### src/hw/rtl/ucv_pkg.sv
// ----------------------------------------------------------------------------
// ucv_pkg: shared types and constants for the control code visualiser
// Transaction structs, sequencer and encoder types, code point constants.
// ----------------------------------------------------------------------------
package ucv_pkg;

    localparam int CP_W  = 31;
    localparam int GRP_W = 6;
    localparam int SH_W  = 36;

    typedef struct packed {
        logic [7:0] in_byte;
        logic       text_end;
    } t_in;

    typedef struct packed {
        logic [7:0] out_byte;
        logic       run_last;
    } t_out;

    typedef enum logic [1:0] {
        ST_IDLE,
        ST_LOAD,
        ST_EMIT
    } t_seq_state;

    typedef enum logic [1:0] {
        EM_ASCII,
        EM_ESC,
        EM_MULTI
    } t_enc_mode;

    typedef struct packed {
        logic load;
        logic adv;
    } t_enc_ctl;

    typedef struct packed {
        logic [7:0] byte_val;
        logic       final_byte;
    } t_enc_sts;

    localparam logic [CP_W-1:0] CP_TAB      = 31'h09;
    localparam logic [CP_W-1:0] CP_LF       = 31'h0A;
    localparam logic [CP_W-1:0] CP_CR       = 31'h0D;
    localparam logic [CP_W-1:0] CP_C0_END   = 31'h20;
    localparam logic [CP_W-1:0] CP_DEL      = 31'h7F;
    localparam logic [CP_W-1:0] CP_C1_LO    = 31'h80;
    localparam logic [CP_W-1:0] CP_C1_END   = 31'hA0;
    localparam logic [CP_W-1:0] CP_PIC_BASE = 31'h2400;
    localparam logic [CP_W-1:0] CP_PIC_DEL  = 31'h2421;
    localparam logic [CP_W-1:0] CP_LIM_2    = 31'h800;
    localparam logic [CP_W-1:0] CP_LIM_3    = 31'h10000;
    localparam logic [CP_W-1:0] CP_LIM_4    = 31'h200000;
    localparam logic [CP_W-1:0] CP_LIM_5    = 31'h4000000;

    localparam logic [7:0] CH_BSLASH = 8'h5C;
    localparam logic [7:0] CH_U      = 8'h75;
    localparam logic [7:0] CH_ZERO   = 8'h30;
    localparam logic [7:0] CH_A_LC   = 8'h61;
    localparam logic [7:0] CONT_TAG  = 8'h80;

endpackage

### src/hw/rtl/ucv_enc.sv
// ----------------------------------------------------------------------------
// ucv_enc: code point visual encoder
// Maps a code point to its visible form, serialised one byte per adv cycle.
// ----------------------------------------------------------------------------
module ucv_enc import ucv_pkg::*; (
    input  logic            i_clk,
    input  logic            i_rst_n,
    input  t_enc_ctl        i_ctl,
    input  logic [CP_W-1:0] i_cp,
    output t_enc_sts        o_sts
);

    function automatic logic [CP_W-1:0] remap(input logic [CP_W-1:0] x);
        logic [CP_W-1:0] r;
        unique case (x)
            31'h2028: r = 31'h21B5;
            31'h2029: r = 31'h00B6;
            31'h202A: r = 31'h27EB;
            31'h202B: r = 31'h27EA;
            31'h202C: r = 31'h21EE;
            31'h202D: r = 31'h276F;
            31'h202E: r = 31'h276E;
            31'h2066: r = 31'h27E9;
            31'h2067: r = 31'h27E8;
            31'h2068: r = 31'h29FD;
            31'h2069: r = 31'h21EF;
            default:  r = x;
        endcase
        return r;
    endfunction

    function automatic logic [7:0] hex_char(input logic [3:0] n);
        logic [7:0] c;
        if (n < 4'd10) begin
            c = CH_ZERO + {4'd0, n};
        end else begin
            c = CH_A_LC + {4'd0, n} - 8'd10;
        end
        return c;
    endfunction

    logic [CP_W-1:0] v;
    logic [SH_W-1:0] v_ext;
    logic [SH_W-1:0] sh_load;
    logic [2:0]      k_load;
    t_enc_mode       mode_load;

    t_enc_mode       r_mode;
    logic [2:0]      r_pos;
    logic [2:0]      r_k;
    logic [SH_W-1:0] r_sh;
    logic [7:0]      prefix;

    always_comb begin
        v = remap(i_cp);
        mode_load = EM_MULTI;
        if (v >= CP_C1_LO && v < CP_C1_END) begin
            mode_load = EM_ESC;
        end else begin
            if (v < CP_C0_END) begin
                if (v != CP_TAB && v != CP_CR && v != CP_LF) begin
                    v = v + CP_PIC_BASE;
                end
            end else if (v == CP_DEL) begin
                v = CP_PIC_DEL;
            end
            if (v < CP_C1_LO) begin
                mode_load = EM_ASCII;
            end
        end
        priority if (v < CP_LIM_2) begin
            k_load = 3'd2;
        end else if (v < CP_LIM_3) begin
            k_load = 3'd3;
        end else if (v < CP_LIM_4) begin
            k_load = 3'd4;
        end else if (v < CP_LIM_5) begin
            k_load = 3'd5;
        end else begin
            k_load = 3'd6;
        end
        v_ext = {{(SH_W-CP_W){1'b0}}, v};
        if (mode_load != EM_MULTI) begin
            sh_load = v_ext;
        end else begin
            unique case (k_load)
                3'd2:    sh_load = v_ext << (4 * GRP_W);
                3'd3:    sh_load = v_ext << (3 * GRP_W);
                3'd4:    sh_load = v_ext << (2 * GRP_W);
                3'd5:    sh_load = v_ext << GRP_W;
                default: sh_load = v_ext;
            endcase
        end
    end

    always_ff @(posedge i_clk) begin
        if (!i_rst_n) begin
            r_mode <= EM_ASCII;
            r_pos  <= 3'd0;
        end else if (i_ctl.load) begin
            r_mode <= mode_load;
            r_pos  <= 3'd0;
        end else if (i_ctl.adv) begin
            r_pos  <= r_pos + 3'd1;
        end
    end

    always_ff @(posedge i_clk) begin
        if (i_ctl.load) begin
            r_k  <= k_load;
            r_sh <= sh_load;
        end else if (i_ctl.adv && r_mode == EM_MULTI) begin
            r_sh <= r_sh << GRP_W;
        end
    end

    always_comb begin
        unique case (r_k)
            3'd2:    prefix = 8'hC0;
            3'd3:    prefix = 8'hE0;
            3'd4:    prefix = 8'hF0;
            3'd5:    prefix = 8'hF8;
            default: prefix = 8'hFC;
        endcase
        unique case (r_mode)
            EM_ESC: begin
                unique case (r_pos)
                    3'd0:    o_sts.byte_val = CH_BSLASH;
                    3'd1:    o_sts.byte_val = CH_U;
                    3'd2:    o_sts.byte_val = CH_ZERO;
                    3'd3:    o_sts.byte_val = CH_ZERO;
                    3'd4:    o_sts.byte_val = hex_char(r_sh[7:4]);
                    default: o_sts.byte_val = hex_char(r_sh[3:0]);
                endcase
                o_sts.final_byte = (r_pos == 3'd5);
            end
            EM_MULTI: begin
                o_sts.byte_val = ((r_pos == 3'd0) ? prefix : CONT_TAG)
                               | {2'b00, r_sh[SH_W-1 -: GRP_W]};
                o_sts.final_byte = (r_pos == r_k - 3'd1);
            end
            default: begin
                o_sts.byte_val   = r_sh[7:0];
                o_sts.final_byte = 1'b1;
            end
        endcase
    end

endmodule

### src/hw/rtl/utf8_control_code_visualizer.sv
// ----------------------------------------------------------------------------
// utf8_control_code_visualizer: visible rendering of UTF-8 text
// Decodes legacy UTF-8 and re-emits it with controls and bidi marks shown.
//
//  channel | signals                        | transaction
//  --------+--------------------------------+------------------------------
//  in      | i_in_valid, o_in_ready, i_in   | one text byte, end flag
//  out     | o_out_valid, i_out_ready, o_out| one output byte, last flag
//
// An item that gives no output leaves the sequencer idle. Otherwise, after its
// acceptance, each code point it releases (up to six) is loaded into the
// encoder and then serialised, one to six output bytes per code point.
// For an item that gives output, o_in_ready is low from acceptance until the
// last byte sits in the output register. Output stalls hold the encoder.
// Reset is synchronous, active low.
// ----------------------------------------------------------------------------
module utf8_control_code_visualizer import ucv_pkg::*; (
    input  logic i_clk,
    input  logic i_rst_n,
    input  logic i_in_valid,
    output logic o_in_ready,
    input  t_in  i_in,
    output logic o_out_valid,
    input  logic i_out_ready,
    output t_out o_out
);

    t_seq_state      r_state, n_state;

    logic            r_pend, n_pend;
    logic [7:0]      r_lead, n_lead;
    logic [2:0]      r_need, n_need;
    logic [2:0]      r_held, n_held;
    logic [CP_W-1:0] r_acc, n_acc;
    logic [5:0]      r_held_data [4];

    logic [7:0]      r_fl_lead;
    logic [2:0]      r_nfl, n_nfl;
    logic            r_xv, n_xv;
    logic [CP_W-1:0] r_x, n_x;
    logic [2:0]      r_idx;
    logic            r_cp_last;

    t_out            r_out;
    logic            r_out_valid;

    logic            in_acc;
    logic            wr_held;
    logic            is_cont;
    logic [2:0]      held_p1;
    logic [CP_W-1:0] acc_nx;
    logic [7:0]      b;
    logic [2:0]      total;
    logic [2:0]      total_nx;
    logic [2:0]      idx_m1;
    logic [CP_W-1:0] cp_sel;
    logic            cp_last;
    logic            idx_inc;
    t_enc_ctl        enc_ctl;
    t_enc_sts        enc_sts;

    assign in_acc = i_in_valid && o_in_ready;
    assign b      = i_in.in_byte;

    always_comb begin
        is_cont = (b[7:6] == 2'b10);
        held_p1 = r_held + 3'd1;
        acc_nx  = {r_acc[CP_W-GRP_W-1:0], b[5:0]};
        n_pend  = r_pend;
        n_lead  = r_lead;
        n_need  = r_need;
        n_held  = r_held;
        n_acc   = r_acc;
        n_nfl   = 3'd0;
        n_xv    = 1'b0;
        n_x     = {{(CP_W-8){1'b0}}, b};
        wr_held = 1'b0;
        if (r_pend && is_cont) begin
            if (held_p1 >= r_need) begin
                n_xv   = 1'b1;
                n_x    = acc_nx;
                n_pend = 1'b0;
                n_held = 3'd0;
                n_need = 3'd0;
                n_acc  = '0;
            end else begin
                wr_held = 1'b1;
                n_held  = held_p1;
                n_acc   = acc_nx;
                if (i_in.text_end) begin
                    n_nfl  = held_p1 + 3'd1;
                    n_pend = 1'b0;
                    n_held = 3'd0;
                    n_need = 3'd0;
                    n_acc  = '0;
                end
            end
        end else begin
            if (r_pend) begin
                n_nfl = held_p1;
            end
            if (b[7:6] != 2'b11 || i_in.text_end) begin
                n_xv   = 1'b1;
                n_pend = 1'b0;
                n_held = 3'd0;
                n_need = 3'd0;
                n_acc  = '0;
            end else begin
                n_pend = 1'b1;
                n_lead = b;
                n_held = 3'd0;
                priority if (b < 8'hE0) begin
                    n_need = 3'd1;
                    n_acc  = {{(CP_W-5){1'b0}}, b[4:0]};
                end else if (b < 8'hF0) begin
                    n_need = 3'd2;
                    n_acc  = {{(CP_W-4){1'b0}}, b[3:0]};
                end else if (b < 8'hF8) begin
                    n_need = 3'd3;
                    n_acc  = {{(CP_W-3){1'b0}}, b[2:0]};
                end else if (b < 8'hFC) begin
                    n_need = 3'd4;
                    n_acc  = {{(CP_W-2){1'b0}}, b[1:0]};
                end else begin
                    n_need = 3'd5;
                    n_acc  = {{(CP_W-2){1'b0}}, b[1:0]};
                end
            end
        end
        total_nx = n_nfl + {2'b00, n_xv};
    end

    always_comb begin
        total   = r_nfl + {2'b00, r_xv};
        idx_m1  = r_idx - 3'd1;
        cp_last = (r_idx == total - 3'd1);
        if (r_idx < r_nfl) begin
            if (r_idx == 3'd0) begin
                cp_sel = {{(CP_W-8){1'b0}}, r_fl_lead};
            end else begin
                cp_sel = {{(CP_W-8){1'b0}}, 2'b10, r_held_data[idx_m1[1:0]]};
            end
        end else begin
            cp_sel = r_x;
        end
    end

    always_ff @(posedge i_clk) begin
        if (!i_rst_n) begin
            r_state <= ST_IDLE;
        end else begin
            r_state <= n_state;
        end
    end

    always_comb begin
        n_state     = r_state;
        o_in_ready  = 1'b0;
        enc_ctl     = '0;
        idx_inc     = 1'b0;
        unique case (r_state)
            ST_IDLE: begin
                o_in_ready = 1'b1;
                if (in_acc && total_nx != 3'd0) begin
                    n_state = ST_LOAD;
                end
            end
            ST_LOAD: begin
                enc_ctl.load = 1'b1;
                n_state      = ST_EMIT;
            end
            ST_EMIT: begin
                enc_ctl.adv = !r_out_valid || i_out_ready;
                if (enc_ctl.adv && enc_sts.final_byte) begin
                    if (r_cp_last) begin
                        n_state = ST_IDLE;
                    end else begin
                        idx_inc = 1'b1;
                        n_state = ST_LOAD;
                    end
                end
            end
            default: n_state = ST_IDLE;
        endcase
    end

    always_ff @(posedge i_clk) begin
        if (!i_rst_n) begin
            r_pend <= 1'b0;
            r_lead <= 8'd0;
            r_need <= 3'd0;
            r_held <= 3'd0;
            r_acc  <= '0;
            r_nfl  <= 3'd0;
            r_xv   <= 1'b0;
            r_idx  <= 3'd0;
        end else if (in_acc) begin
            r_pend <= n_pend;
            r_lead <= n_lead;
            r_need <= n_need;
            r_held <= n_held;
            r_acc  <= n_acc;
            r_nfl  <= n_nfl;
            r_xv   <= n_xv;
            r_idx  <= 3'd0;
        end else if (idx_inc) begin
            r_idx  <= r_idx + 3'd1;
        end
    end

    always_ff @(posedge i_clk) begin
        if (in_acc) begin
            r_fl_lead <= r_lead;
            r_x       <= n_x;
            if (wr_held) begin
                r_held_data[r_held[1:0]] <= b[5:0];
            end
        end
        if (enc_ctl.load) begin
            r_cp_last <= cp_last;
        end
    end

    ucv_enc u_enc (
        .i_clk   (i_clk),
        .i_rst_n (i_rst_n),
        .i_ctl   (enc_ctl),
        .i_cp    (cp_sel),
        .o_sts   (enc_sts)
    );

    always_ff @(posedge i_clk) begin
        if (!i_rst_n) begin
            r_out_valid <= 1'b0;
        end else if (enc_ctl.adv) begin
            r_out_valid <= 1'b1;
        end else if (i_out_ready) begin
            r_out_valid <= 1'b0;
        end
    end

    always_ff @(posedge i_clk) begin
        if (enc_ctl.adv) begin
            r_out.out_byte <= enc_sts.byte_val;
            r_out.run_last <= enc_sts.final_byte && r_cp_last;
        end
    end

    assign o_out_valid = r_out_valid;
    assign o_out       = r_out;

endmodule

### config.mk
export PLATFORM = sky130hd
export DESIGN_NAME = utf8_control_code_visualizer
export DESIGN_NICKNAME = d
export VERILOG_FILES = /design/src/hw/rtl/ucv_pkg.sv /design/src/hw/rtl/ucv_enc.sv /design/src/hw/rtl/utf8_control_code_visualizer.sv
export SDC_FILE = /design/constraint.sdc
export NUM_CORES = 1
export LEC_CHECK = 0
export ABC_AREA = 1
export BUFFER_PORTS_ARGS = -buffer_cell sky130_fd_sc_hd__buf_4
export CAP_MARGIN = 30
export CELL_PAD_IN_SITES_DETAIL_PLACEMENT = 1
export CELL_PAD_IN_SITES_GLOBAL_PLACEMENT = 1
export CORE_ASPECT_RATIO = 0.8
export CORE_MARGIN = 3
export CORE_UTILIZATION = 30
export CTS_BUF_LIST = sky130_fd_sc_hd__clkbuf_2
export CTS_CLUSTER_SIZE = 10
export DETAILED_ROUTE_END_ITERATION = 8
export GPL_TIMING_DRIVEN = 0
export HOLD_SLACK_MARGIN = 0.03
export PLACE_DENSITY_LB_ADDON = 0.08
export SYNTH_ARGS = -nofsm -noshare
export SYNTH_HDL_FRONTEND = slang
export SYNTH_SLANG_ARGS = --single-unit
### constraint.sdc
create_clock -name i_clk -period 12.4 [get_ports i_clk]
set_clock_uncertainty 0.1 [all_clocks]
set_input_delay 1.24 -clock i_clk [delete_from_list [all_inputs] [get_ports i_clk]]
set_output_delay 1.24 -clock i_clk [all_outputs]
set_load 0.005 [all_outputs]
After elaboration in Yosys (flattened, before gate mapping) --
Memory sizes are Yosys's and may differ from the RTL's. Index checks and enable logic that the tools add are counted.
Cells by class: bitwise logic cells 4, multipliers 0, order comparisons 16, reduce and logical (&&, ||, !) cells 25, div/mod/pow operators 0, equal/unequal tests 40, add/sub/neg operators 16, muxes and demuxes 72, shift-type cells 0
Operator list (number):
- $eq A31 B14 Y1 const B | 11
- $pmux W31 S11 | 1
- $mux W31 | 6
- $pmux W36 S4 | 1
- $mux W36 | 3
- $ne A31 B4 Y1 const B | 3
- $mux W25 | 3
- $lt A31 B8 Y1 const B | 2
- $mux W3 | 18
- $mux W8 | 5
- $lt A8 B8 Y1 const B | 4
- $pmux W8 S4 | 1
- $add A31 B14 Y31 const B | 1
- $eq A31 B7 Y1 const B | 1
- $ge A31 B8 Y1 const B | 1
- $lt A31 B12 Y1 const B | 1
- $lt A31 B17 Y1 const B | 1
- $lt A31 B22 Y1 const B | 1
- $lt A31 B27 Y1 const B | 1
- $lt A31 B6 Y1 const B | 1
- $pmux W6 S4 | 1
- $mux W1 | 22
- $eq A3 B2 Y1 const B | 6
- $eq A3 B3 Y1 const B | 6
- other kinds (34) | 72
Storage, ports and cells: RAM bits 24, output and inout port bits 11, memories kept 1, input bits 13, register bits 143, memory bits (read-only) 0, bits in latches 0
Memory list:
- r_held_data | depth 4, bits a word 6, rd ports 1, clocked after Yosys merged registers in 0, write ports 1, RTL line utf8_control_code_visualizer.sv:35 | logic [5:0] r_held_data [4];

Longest topological paths before layout --
Gate-level depths: netlist of the first run. An unclocked memory read counts as a cell.
depth in word-level cells 22, gate-level depth with buffers 34, depth with buffers taken out 33

By module --
Synthesis of the first run repeated with hierarchy kept, for this count alone.
Second synthesis, totals: cell total of the unflattened synthesis 1228, area, all modules 9600.5 um^2
Modules (own cells, without submodules):
- utf8_control_code_visualizer | cells each 517, area each 5113.7 um^2, sequential area each 3193.1 um^2, times used 1
- ucv_enc | cells each 711, area each 4486.8 um^2, sequential area each 1271.2 um^2, times used 1

Least setup slack after synthesis of the first run --
Ideal clock, no wire load.
kind input port to flip-flop, from in i_out_ready, to reg u_enc.r_sh[0], enable pin, path slack 7228 ps, cell stages on the path 4, setup time 479 ps, arrival time 4592 ps, data required time 11821 ps, cell sequence nor2_1 -> nor2_1 -> inv_1 -> o21ai_0
RTL lines:
- from (decl) | RTL line utf8_control_code_visualizer.sv:24 | input logic i_out_ready,
- to (signal assigned) | RTL line ucv_enc.sv:111 | r_sh <= sh_load;
- to (signal assigned) | RTL line ucv_enc.sv:113 | r_sh <= r_sh << GRP_W;
- to (decl) | RTL line ucv_enc.sv:51 | logic [SH_W-1:0] r_sh;

Worst setup path in the final report of the first run --
from reg r_idx[0], to reg u_enc.r_sh[30], data pin
On the way: word-level cells in the longest chain between the ends 22, elaborated cells on any way between the ends 53, those cells by class 2 x add/sub; 9 x order compare; 20 x eq/ne; 17 x mux; 4 x reduce/logical; 1 x memory
RTL lines:
- from (decl) | RTL line utf8_control_code_visualizer.sv:41 | logic [2:0] r_idx;
- from (signal assigned) | RTL line utf8_control_code_visualizer.sv:207 | r_idx <= r_idx + 3'd1;
- $sub A2 B1 Y2 * | RTL line utf8_control_code_visualizer.sv:135 | idx_m1 = r_idx - 3'd1;
- via idx_m1[0] | RTL line utf8_control_code_visualizer.sv:55 | logic [2:0] idx_m1;
- $mem_v2 Z4 W6 *
- $mux W8 * | RTL line utf8_control_code_visualizer.sv:138 | if (r_idx == 3'd0) begin
- $mux W31 * | RTL line utf8_control_code_visualizer.sv:137 | if (r_idx < r_nfl) begin
- $eq A31 B14 Y1 | RTL line ucv_enc.sv:15 | unique case (x)
- $pmux W31 S11 * | RTL line ucv_enc.sv:15
- parallel branches: the longest is 14 deep, another holds $add A31 B14 Y31
- $mux W36 * | RTL line ucv_enc.sv:83 | if (mode_load != EM_MULTI) begin
- $mux W36 * | RTL line ucv_enc.sv:109 | if (i_ctl.load) begin
Mark *: on every way through the listed nets, which the timed path passes. The select of a mux whose other input is x is not followed. A chain may end at the register's enable or synchronous reset.

==> results_dict.tcl, run 1 <==
set metrics [dict create \
    clk_path_buf_depth 2 \
    post_cts_resized 0 \
    hold_path_class "flip-flop to flip-flop" \
    dr.pass1.iters 5 \
    gp_congestion 0.8344 \
    synth_largest_area_cell "edfxtp_1" \
    finalSetupViolCount 0 \
    seqCellArea_um2 4464 \
    yosys_warnings 0 \
    drv_cap 0 \
    fp-row-count 57 \
    fin_ws_ns 6.868 \
    fillers 3741 \
    r2r-end "u_enc.r_sh[30]" \
    drive_gt1_share_pct 10.70 \
    powerDensity_nw_per_um2 153.7 \
    intPower_mw 0.9553 \
    fin_area_um2 10290 \
    nets 1246 \
    syn_to_final_growth_pct 10.29 \
    synth_top_family_by_area "simple AND/OR/NAND/NOR gates" \
    synth_compound_area_share_pct 10.66 \
    rr_startpoint "r_idx[0]" \
    grt_pass1_vias 7864 \
    whs_path_depth 0 \
    dp_slack_ns 6.936 \
    synth_edf_count 112 \
    regToRegSetupSlack_ns 6.87 \
    wl_per_cell_um 18.04 \
    crit_fanout 10 \
    antenna_found_initial 1 \
    initial_core_util_pct 30.56 \
    fmax_ghz 0.1808 \
    final.period_utilization_pct 44.61 \
    cpPeakStageDelay_ns 0.55 \
    leakagePower_nw 4.222 \
    clock_sinks 167 \
    critPathCaptureType "flip-flop" \
    wl_um 29380 \
    h-tree-depth 4 \
    multi_input_area_um2 4061 \
    worst_ep_arrival_time_ns 5.92 \
    hold_viol_final 0 \
    rsz0062_at_grt "no" \
    numCtsBuffers 17 \
    grt_first_pass_wirelength_um 46800 \
    dieArea_um2 33260 \
    grt.total_usage_pct 18.44 \
    seq_power_share_pct 47.1 \
    min-delay-start "r_lead[1]" \
    syn_nets 1203 \
    root_buffer "clkbuf_2" \
    synthAdderAreaFrac_pct 4.158 \
    power_frac_clock_pct 18.8 \
    die_h_um 163.7 \
    worstSetupStartpointType "flip-flop" \
    ys.flop_type "edfxtp_1" \
    hpwl_um 23170 \
    synth_simple_gate_area_share_pct 27.94 \
    slew_violations 0 \
    ys_top_cells_by_area "edfxtp_1, dfxtp_1, nand2_1" \
    coreArea_um2 30520 \
    finalSetupTns_ns 0 \
    synthesis.area_um2 9329 \
    p_switching_mw 0.6262 \
    cts_tree "built" \
    crit_type "flip-flop to flip-flop" \
    power_frac_comb_pct 34.1 \
    dpl.cell_count 1596 \
    overflow 0 \
    crit_slowest_cell "dfxtp_1" \
    switching_share_pct 39.59 \
    drt_iter0_markers 428 \
    synth-xor-area-share_pct 0.6572 \
    syn_inst 1159 \
    crit_top_cell "nand2_1" \
    grt_max_degree 43 \
    placed_area_um2 10060 \
    vias 7820 \
    ir_drop_v 0.00005297 \
    required_ns 12.79 \
    ys_seq_area_share_pct 47.85 \
    synth_mux_area_share_pct 0 \
    worst_hold_path.endpoint "r_fl_lead[1]" \
    outcome "completed" \
    layout.cells.non_filler 1629 \
    fp.dieW_um 203.2 \
    async_reset_ff_share_pct 0 \
    ys_types 51 \
    min_period_ns 5.532 \
    drc_errors 0 \
    max-slew-margin-rel_pct 37.56 \
    num_io_pins 24 \
    ctsHoldBuffers 0 \
    yosys_register_bits 167 \
    routed_via_density 4.800 \
    io_buffers 22 \
    r2r.worst_path.cells 32 \
    worstMarginPinSlew_ns 0.9332 \
    clk_pin_slew_worst_paths_ns 0.26 \
    netlist.area_leader.share_pct 36.05 \
    cts_setup_buffers 0 \
    ant_nets 0 \
    clock_latency_ns 0.78 \
    syn_avg_cell_area_um2 8.049 \
]
-- per-stage QoR --
step	util (%)	total power [mW]	hold slack, ns
floorplan	-	1.095	0.3030
global placement	32.80	1.291	0.3099
detailed placement	32.96	1.301	0.3122
CTS	33.70	1.607	0.3301
global route	33.71	1.703	0.3212
finish	33.71	1.581	0.3329
-- power by group through the flow --
stage	Combinational, mW	Clock [mW]	Sequential, mW
final	0.540	0.298	0.744
after global routing	0.613	0.337	0.753
after CTS	0.547	0.315	0.745
after detailed placement	0.543	0	0.758
after global placement	0.528	0	0.763
after floorplan	0.348	0	0.747
-- logic make-up (layout without fill, tap and decap cells) --
| family | count (synthesis) | in the layout |
|---|---|---|
| AOI/OAI and AO/OA | 170 | 170 |
| xor gates and xnor gates | 7 | 7 |
| adders and majority gates | 31 | 31 |
| buffers and inverters | 208 | 264 |
| DFF | 167 | 167 |
| other | 0 | 1 |
| and+or+nand+nor | 576 | 576 |
-- layout by cell type, fill, tap and decap left out, drive strengths merged, types with 8 or more instances in the layout --
cell type,synthesis,routed
a21oi,52,52
buf,8,32
clkbuf,26,46
clkinv,4,8
dfxtp,55,55
edfxtp,112,112
ha,31,31
inv,170,176
nand2,293,293
nand3,77,77
nand4,20,20
nor2,170,170
o21ai,56,56
o22ai,31,31
-- per-layer routing --
metal | track usage [%] | vias up | wire (µm)
met4 | 3.565 | 0 | 272
met1 | 29.65 | 3781 | 16390
met3 | 2.873 | 12 | 1119
li1 | - | 3901 | -
met5 | 0 | - | 0
met2 | 25.86 | 126 | 11600
-- critical path: cells and delay by family (launching register included) --
| kind | cells | cell delay, ns |
|---|---|---|
| fa+ha+maj | 2 | 0.50 |
| simple gates | 22 | 2.95 |
| flops | 1 | 0.55 |
| buf+inv | 7 | 1.07 |
| compound gates | 1 | 0.07 |
-- Yosys cell counts, drive strengths merged (3+ instances only) --
cell type and n:
ha 31, clkinv 4, a22oi 4, nand4 20
o221ai 3, clkbuf 26, inv 170, o21ai 56
nand2 293, a221oi 3, xnor2 3, nor2 170
a21oi 52, nand3 77, and2 5, nor3 5
xor2 4, buf 8, o22ai 31, edfxtp 112
a31oi 7, dfxtp 55
-- area by class of cell --
cell class,instances,area share (%)
Multi-Input combinational cell,784,39.47
Clock buffer,20,0.9729
Sequential cell,167,43.39
Antenna cell,1,0.02432
Tap cell,413,5.023
Buffer,34,1.544
Inverter,174,6.372
Clock inverter,12,1.216
Timing Repair Buffer,24,1.982
-- worst max path at each step --
stage | start | end | slack [ns] | cells past startpoint
after floorplan | i_out_ready | u_enc.r_sh[0] | 7.23 | 4
after global placement | i_out_ready | u_enc.r_sh[27] | 5.23 | 5
after detailed placement | r_idx[0] | u_enc.r_sh[30] | 6.94 | 32
after CTS | r_idx[0] | u_enc.r_sh[30] | 6.88 | 32
after global routing | r_idx[0] | u_enc.r_sh[30] | 6.44 | 32
final | r_idx[0] | u_enc.r_sh[30] | 6.87 | 32
-- registers in the layout, summed over array words and instances (netlist names) --
name,flops
o_out,9
o_out_valid,1
r_acc,25
r_cp_last,1
r_fl_lead,8
r_held,3
r_held_data,24
r_idx,3
r_lead,8
r_need,3
r_nfl,3
r_pend,1
r_state,2
r_x,31
r_xv,1
u_enc.r_k,3
u_enc.r_mode,2
u_enc.r_pos,3
u_enc.r_sh,36
Power figures use the tool's default switching activity.
==> run 2: changes to the inputs <==
--- a/config.mk
+++ b/config.mk
@@ -5,7 +5,7 @@
 export SDC_FILE = /design/constraint.sdc
 export NUM_CORES = 1
 export LEC_CHECK = 0
-export ABC_AREA = 1
+export ABC_AREA = 0
 export BUFFER_PORTS_ARGS = -buffer_cell sky130_fd_sc_hd__buf_4
 export CAP_MARGIN = 30
 export CELL_PAD_IN_SITES_DETAIL_PLACEMENT = 1
==> constraint.sdc (replaced) <==
create_clock -name i_clk -period 5.65 [get_ports i_clk]
set_clock_uncertainty 0.1 [all_clocks]
set_input_delay 0.565 -clock i_clk [delete_from_list [all_inputs] [get_ports i_clk]]
set_output_delay 0.565 -clock i_clk [all_outputs]
set_load 0.005 [all_outputs]
==> run 2 against run 1 <==
Synthesized cell count shrank 26%. Worst setup slack lost 6.6 ns. First-iteration DRC count grew 1.4%. Area after synthesis shrank 4.8%. Maximum frequency grew 2.7%. Final area shrank 3.7%. Register-to-register slack lost 6.6 ns. Utilization grew 0.83 points. Combinational power shrank 42%. Non-clock buffer count grew 23. Critical endpoint unchanged. Largest power group unchanged. Highest routed layer unchanged.
==> results_dict.tcl, run 2 <==
set metrics [dict create \
    outcome "completed" \
    hold_path_class "input pin to flip-flop" \
    min_period_ns 5.384 \
    largest_register "u_enc.r_sh" \
    crit_type "flip-flop to flip-flop" \
    synth_largest_area_cell "edfxtp_1" \
    ys_types 81 \
    gp_congestion 0.8599 \
    worstSetupStartpointType "flip-flop" \
    vias 7024 \
    ys_seq_area_share_pct 50.27 \
    dieArea_um2 31710 \
    wl_um 28080 \
    cpPeakStageDelay_ns 0.61 \
    fmax_ghz 0.1857 \
    grt_pass1_vias 7248 \
    ys_top_cells_by_area "edfxtp_1, dfxtp_1, ha_1" \
    fp-row-count 55 \
    worst_hold_slack_ns 0.1483 \
    h-tree-depth 4 \
    finalSetupTns_ns 0 \
    clk_path_buf_depth 2 \
    netlist.area_leader.share_pct 37.88 \
    drt-met1-wl_um 14370 \
    total_power_mw 2.411 \
    yosys_warnings 0 \
    synth_common_cells "edfxtp_1, nand2_1, nor2_1" \
    leakagePower_nw 3.529 \
    hpwl_um 21430 \
    slew_violations 0 \
    finalSetupViolCount 0 \
    synth_compound_area_share_pct 18.49 \
    die_h_um 159.9 \
    largest_registers "u_enc.r_sh x36, r_x x31, r_acc x25" \
    nets 956 \
    fin_ws_ns 0.2658 \
    required_ns 6.13 \
    hold_viol_final 0 \
    regToRegSetupSlack_ns 0.27 \
    dp_slack_ns 0.3572 \
    clock_latency_ns 0.79 \
    async_reset_ff_share_pct 0 \
    syn_inst 858 \
    routed_via_density 5.420 \
    yosys_register_bits 167 \
    overflow 0 \
    clk_pin_slew_worst_paths_ns 0.28 \
    largest_reg_flops 36 \
    num_io_pins 24 \
    worst_ep_arrival_time_ns 5.86 \
    initial_core_util_pct 30.94 \
    crit_fanout 10 \
    synth-xor-area-share_pct 1.663 \
    crit_chain "inv_1 -> ha_1 -> nand2_1 -> o21ai_1 -> clkbuf_1 -> nand3_1 -> or4_4 -> o221ai_2 -> a21oi_2 -> ha_1 -> o21ai_0 -> and4bb_1 -> nor2b_1 -> and4_4 -> buf_6 -> nor3_1 -> a221oi_1 -> o22ai_1" \
    coreArea_um2 28700 \
    wl_per_cell_um 21.67 \
    cts_tree "built" \
    powerDensity_nw_per_um2 243.2 \
    syn_nets 902 \
    crit_slowest_cell "nor3_1" \
    drive_gt1_share_pct 11.03 \
    synth_simple_gate_area_share_pct 19.05 \
    synthAdderAreaFrac_pct 4.368 \
    final.period_utilization_pct 95.30 \
    layout_commonest_cell "edfxtp_1" \
    syn_to_final_growth_pct 11.62 \
    io_buffers 23 \
    fp.dieW_um 198.4 \
    ant_nets 0 \
    synth_mux_area_share_pct 2.283 \
    antenna_found_initial 1 \
    ir_drop_v 0.00009464 \
    numCtsBuffers 17 \
    drv_cap 0 \
    crit_top_cell "ha_1" \
    dr_wl_met3_um 1344 \
    rsz0062_at_grt "no" \
    synth_top_family_by_area "simple AND/OR/NAND/NOR gates" \
    cts_setup_buffers 0 \
    max-slew-margin-rel_pct 38.12 \
    synthesis.area_um2 8880 \
    clock_sinks 167 \
    ys.flop_type "edfxtp_1" \
    dr.pass1.iters 5 \
    syn_avg_cell_area_um2 10.35 \
    root_buffer "clkbuf_2" \
    synth_edf_count 112 \
    grt_first_pass_wirelength_um 43820 \
    cp_num_buf_inv 3 \
    critPathCaptureType "flip-flop" \
    drc_errors 0 \
    crit_family "simple AND/OR/NAND/NOR gates" \
    worstMarginPinSlew_ns 0.9282 \
    drt_iter0_markers 434 \
    top_layer "met4" \
    grt.total_usage_pct 17.95 \
    yosys.cell_count.top_type "edfxtp_1" \
    grt_max_degree 37 \
    final_cell_mix "edfxtp_1, nand2_1, nor2_1" \
    wl_met2_um 12070 \
]
## run 2: power breakdown
group	total, mW	switching [mW]	internal (mW)
Sequential	1.40	0.0377	1.37
Clock	0.692	0.503	0.188
Combinational	0.315	0.210	0.105
Total	2.41	0.751	1.66
## run 2: worst paths after layout
kind	from	depth (start not counted)	end
hold / removal	i_in_valid	4	r_state[0]
hold reg to reg	r_lead[4]	0	r_fl_lead[4]
setup reg to reg	r_nfl[2]	18	u_enc.r_sh[30]
setup / recovery	r_nfl[2]	18	u_enc.r_sh[30]
## run 2: kinds of logic (layout without fill, tap and decap cells)
family                   after synthesis  count (layout)
AND/OR/NAND/NOR                      324             324
AO/OA/AOI/OAI                        224             224
flip-flops                           167             167
buffers and inverters                 79             146
adder cells (fa/ha/maj)               31              31
multiplexers                          17              17
XOR/XNOR                              16              16
other                                  0               1
## run 2: tightest hold or removal path, cell delays in order
cell and delay (ns):
buf_4 0.11, nor3b_1 0.13, a31oi_1 0.15, nor3b_1 0.06
## run 2: what timing repair did
action	4_1_cts	5_1_grt
setup endpoints to repair	0	11
endpoints found under the hold margin	50	0
hold buffers	10	0
resized for setup	0	2
## run 2: metrics by stage
| step | util (%) | std cells | area, µm² |
|---|---|---|---|
| 2_1_floorplan | - | 858 | 8880 |
| 3_3_place_gp | 33.16 | 1251 | 9515 |
| 5_1_grt | 34.54 | 1296 | 9912 |
| 4_1_cts | 34.49 | 1295 | 9897 |
| 3_5_place_dp | 33.27 | 1253 | 9547 |
| 6_report | 34.54 | 1296 | 9912 |
## run 2: layout make-up
cell class | count | area [µm²]
Antenna cell | 1 | 2.502
Buffer | 46 | 221.5
Clock buffer | 18 | 90.09
Clock inverter | 14 | 160.2
Fill cell | 3221 | 18780
Inverter | 33 | 123.9
Multi-Input combinational cell | 612 | 4085
Sequential cell | 167 | 4466
Tap cell | 370 | 462.9
Timing Repair Buffer | 35 | 300.3
## run 2: layer usage
metal	vias to the layer above	global-route usage, %
met1	3511	27.15
met5	-	0
li1	3328	-
met2	163	26.37
met3	22	3.459
met4	0	4.212
==> run 3: changes to the inputs <==
--- a/config.mk
+++ b/config.mk
@@ -19,6 +19,7 @@
 export GPL_TIMING_DRIVEN = 0
 export HOLD_SLACK_MARGIN = 0.03
 export PLACE_DENSITY_LB_ADDON = 0.08
+export REMOVE_ABC_BUFFERS = 1
 export SYNTH_ARGS = -nofsm -noshare
 export SYNTH_HDL_FRONTEND = slang
 export SYNTH_SLANG_ARGS = --single-unit
==> run 3 against run 2 <==
Final area fell by 0.14%. Final cell count down 2.8%. Total power is 0.50% higher. Maximum frequency is 1.4% higher. Die area unchanged. Via count is 2.3% lower. Combinational power is 2% lower. Flip-flop and latch count unchanged. First-iteration DRC count is 5.3% lower. Largest cell class unchanged.
==> results_dict.tcl, run 3 (synthesis gave the netlist of run 2 again) <==
set metrics [dict create \
    cpPeakStageDelay_ns 0.55 \
    placed_area_um2 9468 \
    crit_type "flip-flop to flip-flop" \
    grt_first_pass_wirelength_um 41520 \
    cp_num_buf_inv 1 \
    io_buffers 23 \
    wl_per_cell_um 20.90 \
    hpwl_um 18990 \
    clock_latency_ns 0.80 \
    nets 920 \
    dr.pass1.iters 5 \
    worst_hold_slack_ns 0.2562 \
    routed_via_density 5.444 \
    drive_gt1_share_pct 12.71 \
    layout.cells.non_filler 1260 \
    syn_to_final_growth_pct 11.47 \
    outcome "completed" \
    gp_congestion 0.8579 \
    ir_drop_v 0.00009889 \
    worst_ep_arrival_time_ns 5.79 \
    dpl.cell_count 1215 \
    h-tree-depth 4 \
    wl_um 26330 \
    hold_viol_final 0 \
    layout_commonest_cell "edfxtp_1" \
    dieArea_um2 31710 \
    crit_family "simple AND/OR/NAND/NOR gates" \
    cp-startpoint "r_idx[0]" \
    grt_pass1_vias 7130 \
    critPathCaptureType "flip-flop" \
    fin_area_um2 9898 \
    grt_max_degree 43 \
    largest_reg_flops 36 \
    drc_errors 0 \
    crit_fanout 20 \
    leakagePower_nw 3.518 \
    largest_register "u_enc.r_sh" \
    rr_startpoint "r_idx[0]" \
    grt.total_usage_pct 16.86 \
    crit_chain "inv_1 -> ha_1 -> or3_1 -> and4_4 -> o211ai_1 -> nor2_1 -> a32oi_4 -> ha_1 -> o21ai_0 -> and4bb_1 -> nor2b_1 -> and4_4 -> a211oi_4 -> a21o_2 -> or2_4 -> o22ai_1" \
    whs_path_depth 4 \
    cp.depth 16 \
    initial_core_util_pct 30.94 \
    required_ns 6.13 \
    finalSetupViolCount 0 \
    hold_path_class "input pin to flip-flop" \
    fp-row-count 55 \
    antenna_found_initial 2 \
    worstMarginPinSlew_ns 0.9888 \
    coreArea_um2 28700 \
    die_h_um 159.9 \
    final_cell_mix "edfxtp_1, nand2_1, nor2_1" \
    multi_input_area_um2 4158 \
    slew_violations 0 \
    seqCellArea_um2 4468 \
    total_power_mw 2.423 \
    crit_slowest_cell "dfxtp_4" \
    fmax_ghz 0.1883 \
    numCtsBuffers 17 \
    clk_pin_slew_worst_paths_ns 0.27 \
    r2r.worst_path.cells 16 \
    rsz0062_at_grt "no" \
    drt_iter0_markers 411 \
    max-slew-margin-rel_pct 34.08 \
    cts_tree "built" \
    root_buffer "clkbuf_2" \
    num_io_pins 24 \
    vias 6860 \
    fp.dieW_um 198.4 \
    overflow 0 \
    ant_nets 0 \
    powerDensity_nw_per_um2 244.8 \
    min_period_ns 5.310 \
    worstSetupStartpointType "flip-flop" \
    fillers 3213 \
    min-delay-start "i_in[0]" \
    clock_sinks 167 \
    final.period_utilization_pct 93.97 \
    drv_cap 0 \
    largest_registers "u_enc.r_sh x36, r_x x31, r_acc x25" \
    clk_path_buf_depth 2 \
]
==> run 3: repair_timing <==
action                                  4_1_cts  5_1_grt
gates resized for setup                       6        6
hold endpoints to repair                     60        0
buffers inserted                              1        0
endpoints found under the setup margin       30       14
pin swaps                                     1        0
hold buffers                                 11        0
==> run 3: worst reg2reg max path: stages (launching register included) <==
cell,delay [ns]
dfxtp_4,0.55
inv_1,0.11
ha_1,0.47
or3_1,0.45
and4_4,0.22
o211ai_1,0.30
nor2_1,0.17
a32oi_4,0.44
ha_1,0.21
o21ai_0,0.09
and4bb_1,0.28
nor2b_1,0.15
and4_4,0.35
a211oi_4,0.07
a21o_2,0.38
or2_4,0.37
o22ai_1,0.38
==> run 3: metal layers <==
layer | part of all wire, % | vias up | global-route usage (%)
met5 | 0 | - | 0
met4 | 1.0 | 0 | 4.051
met3 | 4.1 | 19 | 3.227
met2 | 44 | 143 | 25.52
met1 | 51 | 3459 | 24.83
li1 | - | 3239 | -
==> run 3: path summary, 6_finish.rpt <==
check / slack (ns) / endpoint
worst min register to register: 0.38 / r_fl_lead[6]
worst max-delay path: 0.34 / u_enc.r_sh[30]
worst min-delay path: 0.26 / r_acc[4]
worst max register to register: 0.34 / u_enc.r_sh[30]
==> run 3: through the flow <==
stage	util, %	setup slack [ns]	TNS [ns]
after floorplan	-	-0.8477	-36.35
after global placement	32.39	-5.137	-419.82
after detailed placement	32.99	-1.237	-22.94
after CTS	34.35	0.02056	0
after global routing	34.49	0.05237	0
final	34.49	0.3405	0
==> run 3: cell type report <==
| class | count | share of cell area (%) |
|---|---|---|
| flip-flops and latches | 167 | 45.14 |
| multi-input cells | 612 | 42.00 |
| well taps | 370 | 4.677 |
| repair buffers | 45 | 4.323 |
| clock inverters | 14 | 1.669 |
| inverters | 33 | 1.251 |
| clock buffers | 18 | 0.9101 |
| diodes | 1 | 0.02528 |
==> run 3: power breakdown <==
part	switching [mW]	internal (mW)
Combinational	0.199	0.109
Sequential	0.0399	1.37
Clock	0.487	0.222
